===== src/rtl/core/obb_pkg.sv =====
// Shared constants for the 2D oriented box overlap pipeline.
`timescale 1ns / 1ps

package obb_pkg;

   // integer bits of an axis component; the rest are fraction bits
   localparam int AXIS_INT_BITS = 2;

   // width of the result word on the response channel
   localparam int RSP_DATA_W = 8;

endpackage


===== src/rtl/core/obb_cmp.sv =====
// Final stage: radius sums, separation compares and the result register.
`timescale 1ns / 1ps

module obb_cmp #(
   parameter int COORD_WIDTH = 32,
   parameter int AXIS_WIDTH = 16,
   localparam int EW = COORD_WIDTH - 1,
   localparam int PRW = 2 * AXIS_WIDTH,
   localparam int TW = COORD_WIDTH + 2 * AXIS_WIDTH - 1,
   localparam int RPW = EW + PRW
) (
   input  logic           clock,
   input  logic           reset,
   input  logic           in_valid,
   output logic           in_ready,
   input  logic [TW-1:0]  in_t [4],
   input  logic [RPW-1:0] in_rp [8],
   input  logic [EW-1:0]  in_ext [4],
   output logic           out_valid,
   input  logic           out_ready,
   output logic           out_overlap
);

   import obb_pkg::*;

   localparam int F = AXIS_WIDTH - AXIS_INT_BITS;
   localparam int SUMW = RPW + 2;

   logic            s4_v_ff, s4_rdy;
   logic            s4_ovl_ff, s4_ovl_in;
   logic [SUMW-1:0] rsum [4];
   logic [3:0]      sep;

   assign s4_rdy = !s4_v_ff || out_ready;
   assign in_ready = s4_rdy;

   always_comb begin
      for (int k = 0; k < 4; k++) begin
         rsum[k] = SUMW'({in_ext[k], {(2 * F){1'b0}}}) + SUMW'(in_rp[2 * k])
                 + SUMW'(in_rp[2 * k + 1]);
         sep[k] = SUMW'(in_t[k]) > rsum[k];
      end
      s4_ovl_in = ~|sep;
   end

   always_ff @(posedge clock) begin
      if (reset) begin
         s4_v_ff <= 1'b0;
      end else if (s4_rdy) begin
         s4_v_ff <= in_valid;
      end
      if (s4_rdy && in_valid) begin
         s4_ovl_ff <= s4_ovl_in;
      end
   end

   assign out_valid = s4_v_ff;
   assign out_overlap = s4_ovl_ff;

endmodule

===== config.mk =====
export PLATFORM = sky130hd
export DESIGN_NAME = obb_cmp
export DESIGN_NICKNAME = d
export VERILOG_FILES = /design/src/rtl/core/obb_pkg.sv /design/src/rtl/core/obb_cmp.sv
export SDC_FILE = /design/constraint.sdc
export NUM_CORES = 1
export LEC_CHECK = 0
export ABC_CLOCK_PERIOD_IN_PS = 6900
export BUFFER_PORTS_ARGS = -buffer_cell sky130_fd_sc_hd__buf_2
export CAP_MARGIN = 20
export CORE_AREA = 2 2 346 348
export DETAILED_ROUTE_END_ITERATION = 16
export DIE_AREA = 0 0 348 350
export SETUP_SLACK_MARGIN = 0.2
export SLEW_MARGIN = 5
export SYNTH_ARGS = -nofsm -noshare
export SYNTH_HDL_FRONTEND = slang
export SYNTH_SLANG_ARGS = --single-unit

===== constraint.sdc =====
create_clock -name clock -period 6.9 [get_ports clock]
set_clock_uncertainty 0.1 [all_clocks]
set_input_delay 1.035 -clock clock [delete_from_list [all_inputs] [get_ports clock]]
set_output_delay 1.035 -clock clock [all_outputs]
set_load 0.005 [all_outputs]

==> results.ini, run 1 <==
[clocking]
path_clk_slew_ps=30
cts-htree-levels=1
cts_sinks=2
cts_tree=built
hold_buffers=0
clock_latency_ps=230
clockBufferDepth=2
cts_buffers=3
root_buffer=clkbuf_16

[floorplan]
core_area_um2=117800
ios=887
fp.dieArea_um2=121800
die_y_um=350
rows=126
die_w_um=348
initial_core_util_pct=19.88

[critical_path]
critPathKind=in -> reg
worst-path-buf-inv=5
crit_arrival_ps=6470
r2r_start=out_valid
crit_path_start=in_rp[252]
cp_top_family=compound AO/OA/AOI/OAI gates
startpoint_type=primary input
rr_worst_depth=2
reg2reg_slack_ps=5730
worstSetupEndpoint=out_overlap
end_kind=flip-flop
critPathMaxFanout=3
worstSetupPathDepth=29
slowest_stage=a221o_1
crit_required_ps=6860
critPathMaxStageDelay_ps=410
reg2reg_to=out_overlap

[layout]
final_cells=5339
fin_area_um2=30770
syn_to_final_growth_pct=31.42
fillCellCount=12950
layout.nets=5427
drive_gt1_share_pct=28.76

[synthesis]
synth_edf_count=1
synth-seq-area-share_pct=0.2138
yosysWarningCount=0
syn_avg_cell_area_um2=8.189
synthFlopType=edfxtp_1
synth_area_um2=23410
ys_top_cells_by_count=ha_1, a21oi_1, a21o_1
synth_top_area_share_pct=33.56
syn_nets=4499
synth_seq_cells=2
async_flop_share_pct=0
yosys.area.top_type=ha_1
synth.top_cells.by_area=ha_1, fa_1, a21o_1
yosysMostFrequentCell=ha_1
synth_cell_types=86
syn-instance-count=2859

[job]
cap_violations=0

[global_routing]
grt_pass1_vias=25980
track_usage_pct=16.96
grt_max_degree=11
grt_overflow_total=0
antenna_found_initial=49
grt_pass1_wl_um=157200

[power]
p_per_area_nw_per_um2=161.0
ir_drop_uv=77.14
p_leak_nw=15.75

[hold_path]
hold_start=out_valid
hold_path_class=reg -> reg

[placed_design]
placed_cells=5310
dp_hpwl_um=101300
gp_congestion=0.9740
place_area_um2=30220
port_buffers=886
place_ws_ps=-260.1

[drt]
drt_iter0_markers=1459
viasPerCell=4.862
routed_wl_um=109400
vias=25960
wl_per_cell_um=20.50
drcViolationCount=0
antenna_left=0
drt_first_pass_iters=5

[sta]
fin_crit_ps=6509
setup_viol=0
fmax_mhz=153.6
slew_headroom_pct=47.24
rsz0062_at_grt=false
setup_ws_ps=391.4
hold_viol_final=0
period_share_pct=94.33
slew_violations=0
worst_slew_pin_slew_ps=782.9

[run_status]
status=finished clean

==> timing repair <==
action / CTS / global route
pin swaps: 4 / 29
buffers inserted: 1 / 7
setup endpoints to repair: 1 / 1
hold endpoints to repair: 0 / 0
gates resized for setup: 7 / 67
==> how the worst min path moves through the flow <==
stage	depth (start not counted)	to	slack, ps
2_1_floorplan	2	out_valid	420
3_3_place_gp	2	out_valid	640
3_5_place_dp	2	out_valid	660
4_1_cts	2	out_valid	660
5_1_grt	2	out_valid	650
6_report	2	out_valid	610
==> per-layer routing <==
metal	global-route usage, %	routed length [µm]
met1	21.36	47200
met2	29.98	53100
met3	2.217	5767
met4	4.956	3298
met5	0	74
==> report_power, final <==
| part | leakage [nW] | internal, mW | switching (mW) |
|---|---|---|---|
| sequential | 0.0181 | 0.0170 | 0.000841 |
| combinational | 15.7 | 2.17 | 2.67 |
| clock | 0.0383 | 0.0766 | 0.0199 |
| total | 15.8 | 2.27 | 2.69 |
==> state kept, by name (all words and copies together) (netlist names) <==
name	cells
out_overlap	1
out_valid	1
==> metrics by stage <==
step,TNS [ps],util [%],power [mW],hold slack (ps)
detailed placement,-260.1,25.66,4.712,658.2
finish,0,26.13,4.953,607.8
floorplan,0,-,3.194,422.5
global route,0,26.12,5.530,649.7
CTS,0,25.76,4.862,664.3
global placement,-248.8,25.66,4.656,638.7
==> cell families after synthesis <==
family                   share of synthesized area (%)
XOR/XNOR                                         8.754
AO/OA/AOI/OAI                                    28.06
AND/OR/NAND/NOR                                  15.86
buffers and inverters                            2.346
adder cells (fa/ha/maj)                          44.51
flip-flops                                      0.2138
multiplexers                                    0.2619
==> tightest hold or removal path, cell delays in order (launching register included) <==
cell      delay, ps
dfxtp_1         320
nand2b_1        230
a21oi_1         110
==> layout by cell type (no fill, tap or decap), types with 56 or more instances in the layout <==
| master | instances |
|---|---|
| a21o_1 | 268 |
| a21oi_1 | 309 |
| buf_2 | 886 |
| buf_4 | 89 |
| fa_1 | 128 |
| ha_1 | 618 |
| inv_1 | 90 |
| nand2_1 | 164 |
| nand3_1 | 56 |
| nand4_1 | 104 |
| nor2_1 | 127 |
| o21ai_0 | 129 |
| xnor2_1 | 129 |
| xor2_1 | 105 |
==> cell type report <==
cell class | count | area (µm²) | area share [%]
flip-flops and latches | 2 | 50.05 | 0.1627
clock buffers | 4 | 78.83 | 0.2562
diodes | 17 | 42.54 | 0.1383
inverters | 90 | 337.8 | 1.098
repair buffers | 979 | 5165 | 16.79
multi-input cells | 2711 | 23170 | 75.31
well taps | 1536 | 1922 | 6.246
Power figures use the tool's default switching activity.
==> run 2: changes to the inputs <==
- CORE_AREA: 2 2 346 348 -> 2 2 341 343
- DIE_AREA: 0 0 348 350 -> 0 0 343 345
==> results.ini, run 2 (same netlist as run 1, synthesis figures left out) <==
[power]
p_per_area_nw_per_um2=160.7  ; -0.17%
ir_drop_uv=80.31  ; +4.1%
p_leak_nw=15.87  ; +0.77%
total_power_mw=4.977  ; +0.49%

[drt]
top_layer_used=met5
wl_per_cell_um=20.22  ; -1.4%
wl_met2_um=52330  ; -1.4%
antenna_left=0  ; unchanged
vias=26220  ; +1.0%
drt_iter0_markers=1561  ; +7.0%
drt_first_pass_iters=5  ; unchanged
routed_wl_um=108400  ; -0.97%
drt-met1-wl_um=45600  ; -3.4%
wl_met3_um=6751  ; +17%
drcViolationCount=0  ; unchanged
viasPerCell=4.892  ; +0.60%

[global_routing]
grt_pass1_vias=25880  ; -0.40%
grt_overflow_total=0  ; unchanged
grt_pass1_wl_um=155900  ; -0.88%
track_usage_pct=17.20  ; +0.25 points
grt_max_degree=11  ; unchanged
antenna_found_initial=48  ; -2.0%

[clocking]
clockBufferDepth=2  ; unchanged
clock_latency_ps=230  ; about the same
cts_buffers=3  ; unchanged
path_clk_slew_ps=30  ; about the same
cts_sinks=2  ; unchanged
cts-htree-levels=1  ; unchanged
hold_buffers=0  ; unchanged
cts_tree=built
root_buffer=clkbuf_16

[sta]
slew_headroom_pct=50.82  ; +3.6 points
period_share_pct=93.71  ; -0.62 points
fmax_mhz=154.7  ; +0.66%
rsz0062_at_grt=false
hold_viol_final=0  ; unchanged
finalSetupTns_ps=0  ; unchanged
timing.hold.ws_ps=780.3  ; +172.5 ps
worst_slew_pin_slew_ps=733.3  ; -49.64 ps
setup_viol=0  ; unchanged
fin_crit_ps=6466  ; -42.89 ps
slew_violations=0  ; unchanged
setup_ws_ps=434.3  ; +42.89 ps

[floorplan]
die_w_um=343  ; -1.4%
initial_core_util_pct=20.34  ; +0.46 points
fp.dieArea_um2=118300  ; -2.8%
ios=887  ; unchanged
core_area_um2=115100  ; -2.3%
die_y_um=345  ; -1.4%
rows=125  ; -0.79%

[hold_path]
hold_start=out_valid
whs_path_depth=2  ; unchanged
hold_path_class=reg -> reg

[critical_path]
crit_path_start=in_rp[141]
crit_required_ps=6860  ; about the same
rr_worst_depth=2  ; unchanged
critPathMaxStageDelay_ps=430  ; +20 ps
worst-path-buf-inv=2  ; -3
cp_top_family=compound AO/OA/AOI/OAI gates
crit_arrival_ps=6430  ; -40 ps
slowest_stage=a221o_1
end_kind=flip-flop
r2r_start=out_valid
critPathKind=in -> reg
worstSetupPathDepth=29  ; unchanged
cpMostUsedCell=a21o_1
startpoint_type=primary input
critPathMaxFanout=6  ; +3

[placed_design]
gp_congestion=0.9970  ; +2.4%
placed_cells=5327  ; +0.32%
place_ws_ps=-291.2  ; -31.17 ps
place_area_um2=30410  ; +0.63%
port_buffers=886  ; unchanged
dp_hpwl_um=99910  ; -1.4%

[layout]
layout_common_cells=buf_2, ha_1, a21oi_1
fin_area_um2=30970  ; +0.66%
fillCellCount=12620  ; -2.5%
layout_commonest_cell=buf_2
final_cells=5360  ; +0.39%
finish.utilization_pct=26.91  ; +0.78 points
syn_to_final_growth_pct=32.28
layout.nets=5454  ; +0.50%
drive_gt1_share_pct=29.24  ; +0.48 points

[run_status]
status=finished clean

[job]
cap_violations=0  ; unchanged

## run 2: cell count changes in the layout (fill, tap and decap cells not counted), moves of 3 or more
cell,previous run,this run
a31oi_2,5,0
diode_2,17,23
o21ai_0,129,132
buf_4,89,119
ha_4,5,8
a31oi_1,22,27
## run 2: worst paths after layout
path / endpoint / slack [ps]
hold / removal: out_valid / 780
setup / recovery: out_overlap / 430
hold reg to reg: out_valid / 780
setup reg to reg: out_overlap / 5470
## run 2: final cells by class
class	instances	area (µm²)	share of cell area (%)
multi-input combinational	2711	23190	74.88
timing repair buffer	1006	5348	17.27
tap	1524	1907	6.157
inverter	90	337.8	1.091
clock buffer	4	78.83	0.2545
antenna	23	57.56	0.1858
sequential	2	50.05	0.1616
## run 2: power by group
part           switching (mW)  internal (mW)  total, mW
combinational            2.66           2.19       4.86
clock                  0.0201         0.0766     0.0967
sequential            0.00431         0.0172     0.0216
total                    2.69           2.29       4.98
## run 2: what timing repair did
item,4_1_cts,5_1_grt
buffers inserted,0,6
pin swaps,0,34
endpoints found under the setup margin,1,1
gates resized for setup,5,65
## run 2: tightest hold or removal path, stage by stage, from the launching register on
cell and delay (ps):
dfxtp_1 320, nand2b_1 380, a21oi_1 130
## run 2: routing by layer
layer  up-vias  global-route usage (%)
li1      12790                       -
met4        20                   5.160
met3       162                   2.246
met5         -                       0
met2       921                   30.22
met1     12330                   21.65
==> run 3: changes to the inputs <==
- PLACE_DENSITY: default -> 0.37
==> results.ini, run 3 (same netlist as run 1, synthesis figures left out) <==
[sta]
fin_crit_ps=6416  ; -49.84 ps
fmax_mhz=155.9  ; +0.78%
timing.hold.ws_ps=418.3  ; -362.0 ps
period_share_pct=92.98  ; -0.72 points
setup_viol=0  ; unchanged
slew_headroom_pct=63.27  ; +12 points
worst_slew_pin_slew_ps=551.0  ; -182.2 ps
finalSetupTns_ps=0  ; unchanged
rsz0062_at_grt=false
hold_viol_final=0  ; unchanged
slew_violations=0  ; unchanged

[clocking]
hold_buffers=0  ; unchanged
root_buffer=clkbuf_16
cts_buffers=3  ; unchanged
cts_sinks=2  ; unchanged
cts_tree=built
path_clk_slew_ps=30  ; about the same
clock_latency_ps=240  ; about the same
cts-htree-levels=1  ; unchanged
clockBufferDepth=2  ; unchanged

[layout]
layout_commonest_cell=buf_2
syn_to_final_growth_pct=31.97
drive_gt1_share_pct=29.40  ; +0.16 points
layout_common_cells=buf_2, ha_1, a21oi_1
layout.nets=5440  ; -0.26%
finish.utilization_pct=26.84  ; -0.064 points
fin_area_um2=30900  ; -0.24%

[floorplan]
initial_core_util_pct=20.34  ; unchanged
rows=125  ; unchanged
core_area_um2=115100  ; unchanged
ios=887  ; unchanged
fp.dieArea_um2=118300  ; unchanged
die_w_um=343  ; unchanged
die_y_um=345  ; unchanged

[global_routing]
grt_pass1_vias=26600  ; +2.8%
grt_max_degree=11  ; unchanged
grt_pass1_wl_um=162100  ; +4.0%
grt_overflow_total=0  ; unchanged
track_usage_pct=18.03  ; +0.83 points
antenna_found_initial=47  ; -2.1%

[critical_path]
critPathKind=in -> reg
startpoint_type=primary input
crit_arrival_ps=6390  ; -40 ps
end_kind=flip-flop
critPathMaxFanout=3  ; -3
reg2reg_slack_ps=5650  ; +180 ps
crit_required_ps=6870  ; about the same

[job]
cap_violations=0  ; unchanged

[power]
total_power_mw=4.944  ; -0.67%
ir_drop_uv=49.86  ; -38%
p_leak_nw=15.84  ; -0.20%
p_per_area_nw_per_um2=160.0  ; -0.43%

[drt]
drt_first_pass_iters=5  ; unchanged
routed_wl_um=111500  ; +2.9%
drcViolationCount=0  ; unchanged
vias=25360  ; -3.3%
drt_iter0_markers=1022  ; -35%
viasPerCell=4.748  ; -2.9%
antenna_left=0  ; unchanged
wl_per_cell_um=20.88  ; +3.3%

[placed_design]
gp_congestion=0.9106  ; -8.7%
port_buffers=886  ; unchanged
dp_hpwl_um=104000  ; +4.1%
place_area_um2=30270  ; -0.47%

[hold_path]
hold_path_class=reg -> reg

[run_status]
status=finished clean

## run 3: layer usage
metal  vias to the layer above  part of all wire (%)  global-route usage, %
met1                     11770                    42                  21.90
li1                      12740                     -                      -
met4                        40                   2.3                  4.661
met3                       128                   5.2                  3.264
met5                         -                  0.21                      0
met2                       685                    50                  32.30
## run 3: power breakdown
part	total [mW]	internal (mW)	switching, mW
Combinational	4.82	2.18	2.64
Sequential	0.0240	0.0173	0.00671
Clock	0.102	0.0770	0.0251
## run 3: cell type report
cell class	count	area [µm²]
flip-flops and latches	2	50.05
diodes	19	47.55
repair buffers	992	5243
fillers	12870	84210
clock buffers	4	78.83
inverters	90	337.8
multi-input cells	2711	23230
well taps	1524	1907
## run 3: metrics by stage
stage               instances  worst slack, ps
global route             5338            171.8
floorplan                2859            821.4
finish                   5342            484.2
CTS                      5312            202.8
global placement         5308           -380.8
detailed placement       5308           -385.9
## run 3: what timing repair did
item                       CTS  global route
pin swaps                    2            25
buffers inserted             0            11
setup endpoints to repair    1             1
gates resized for setup      7            86
## run 3: path summary, 6_finish.rpt
| check | start | cells after the start | to |
|---|---|---|---|
| worst max-delay path | in_rp[253] | 26 | out_overlap |
| worst min-delay path | out_valid | 2 | out_valid |
| worst min register to register | out_valid | 2 | out_valid |
| worst max register to register | out_valid | 2 | out_overlap |
## run 3: worst max-delay path, stage by stage
cell and delay [ps]:
buf_2 100, ha_1 350, ha_1 270, inv_1 80
fa_1 420, nor2b_2 200, o21bai_4 110, a2111oi_4 300
buf_4 190, o2111ai_1 160, a21oi_1 210, o21ai_0 160
a31oi_2 290, a31oi_1 230, o32ai_2 370, nor3_1 120
o221ai_1 190, xnor2_1 110, ha_1 310, nand4_1 90
nor4_1 370, nand3_1 130, o22ai_1 170, a2111oi_2 60
buf_4 170, nor4_2 190
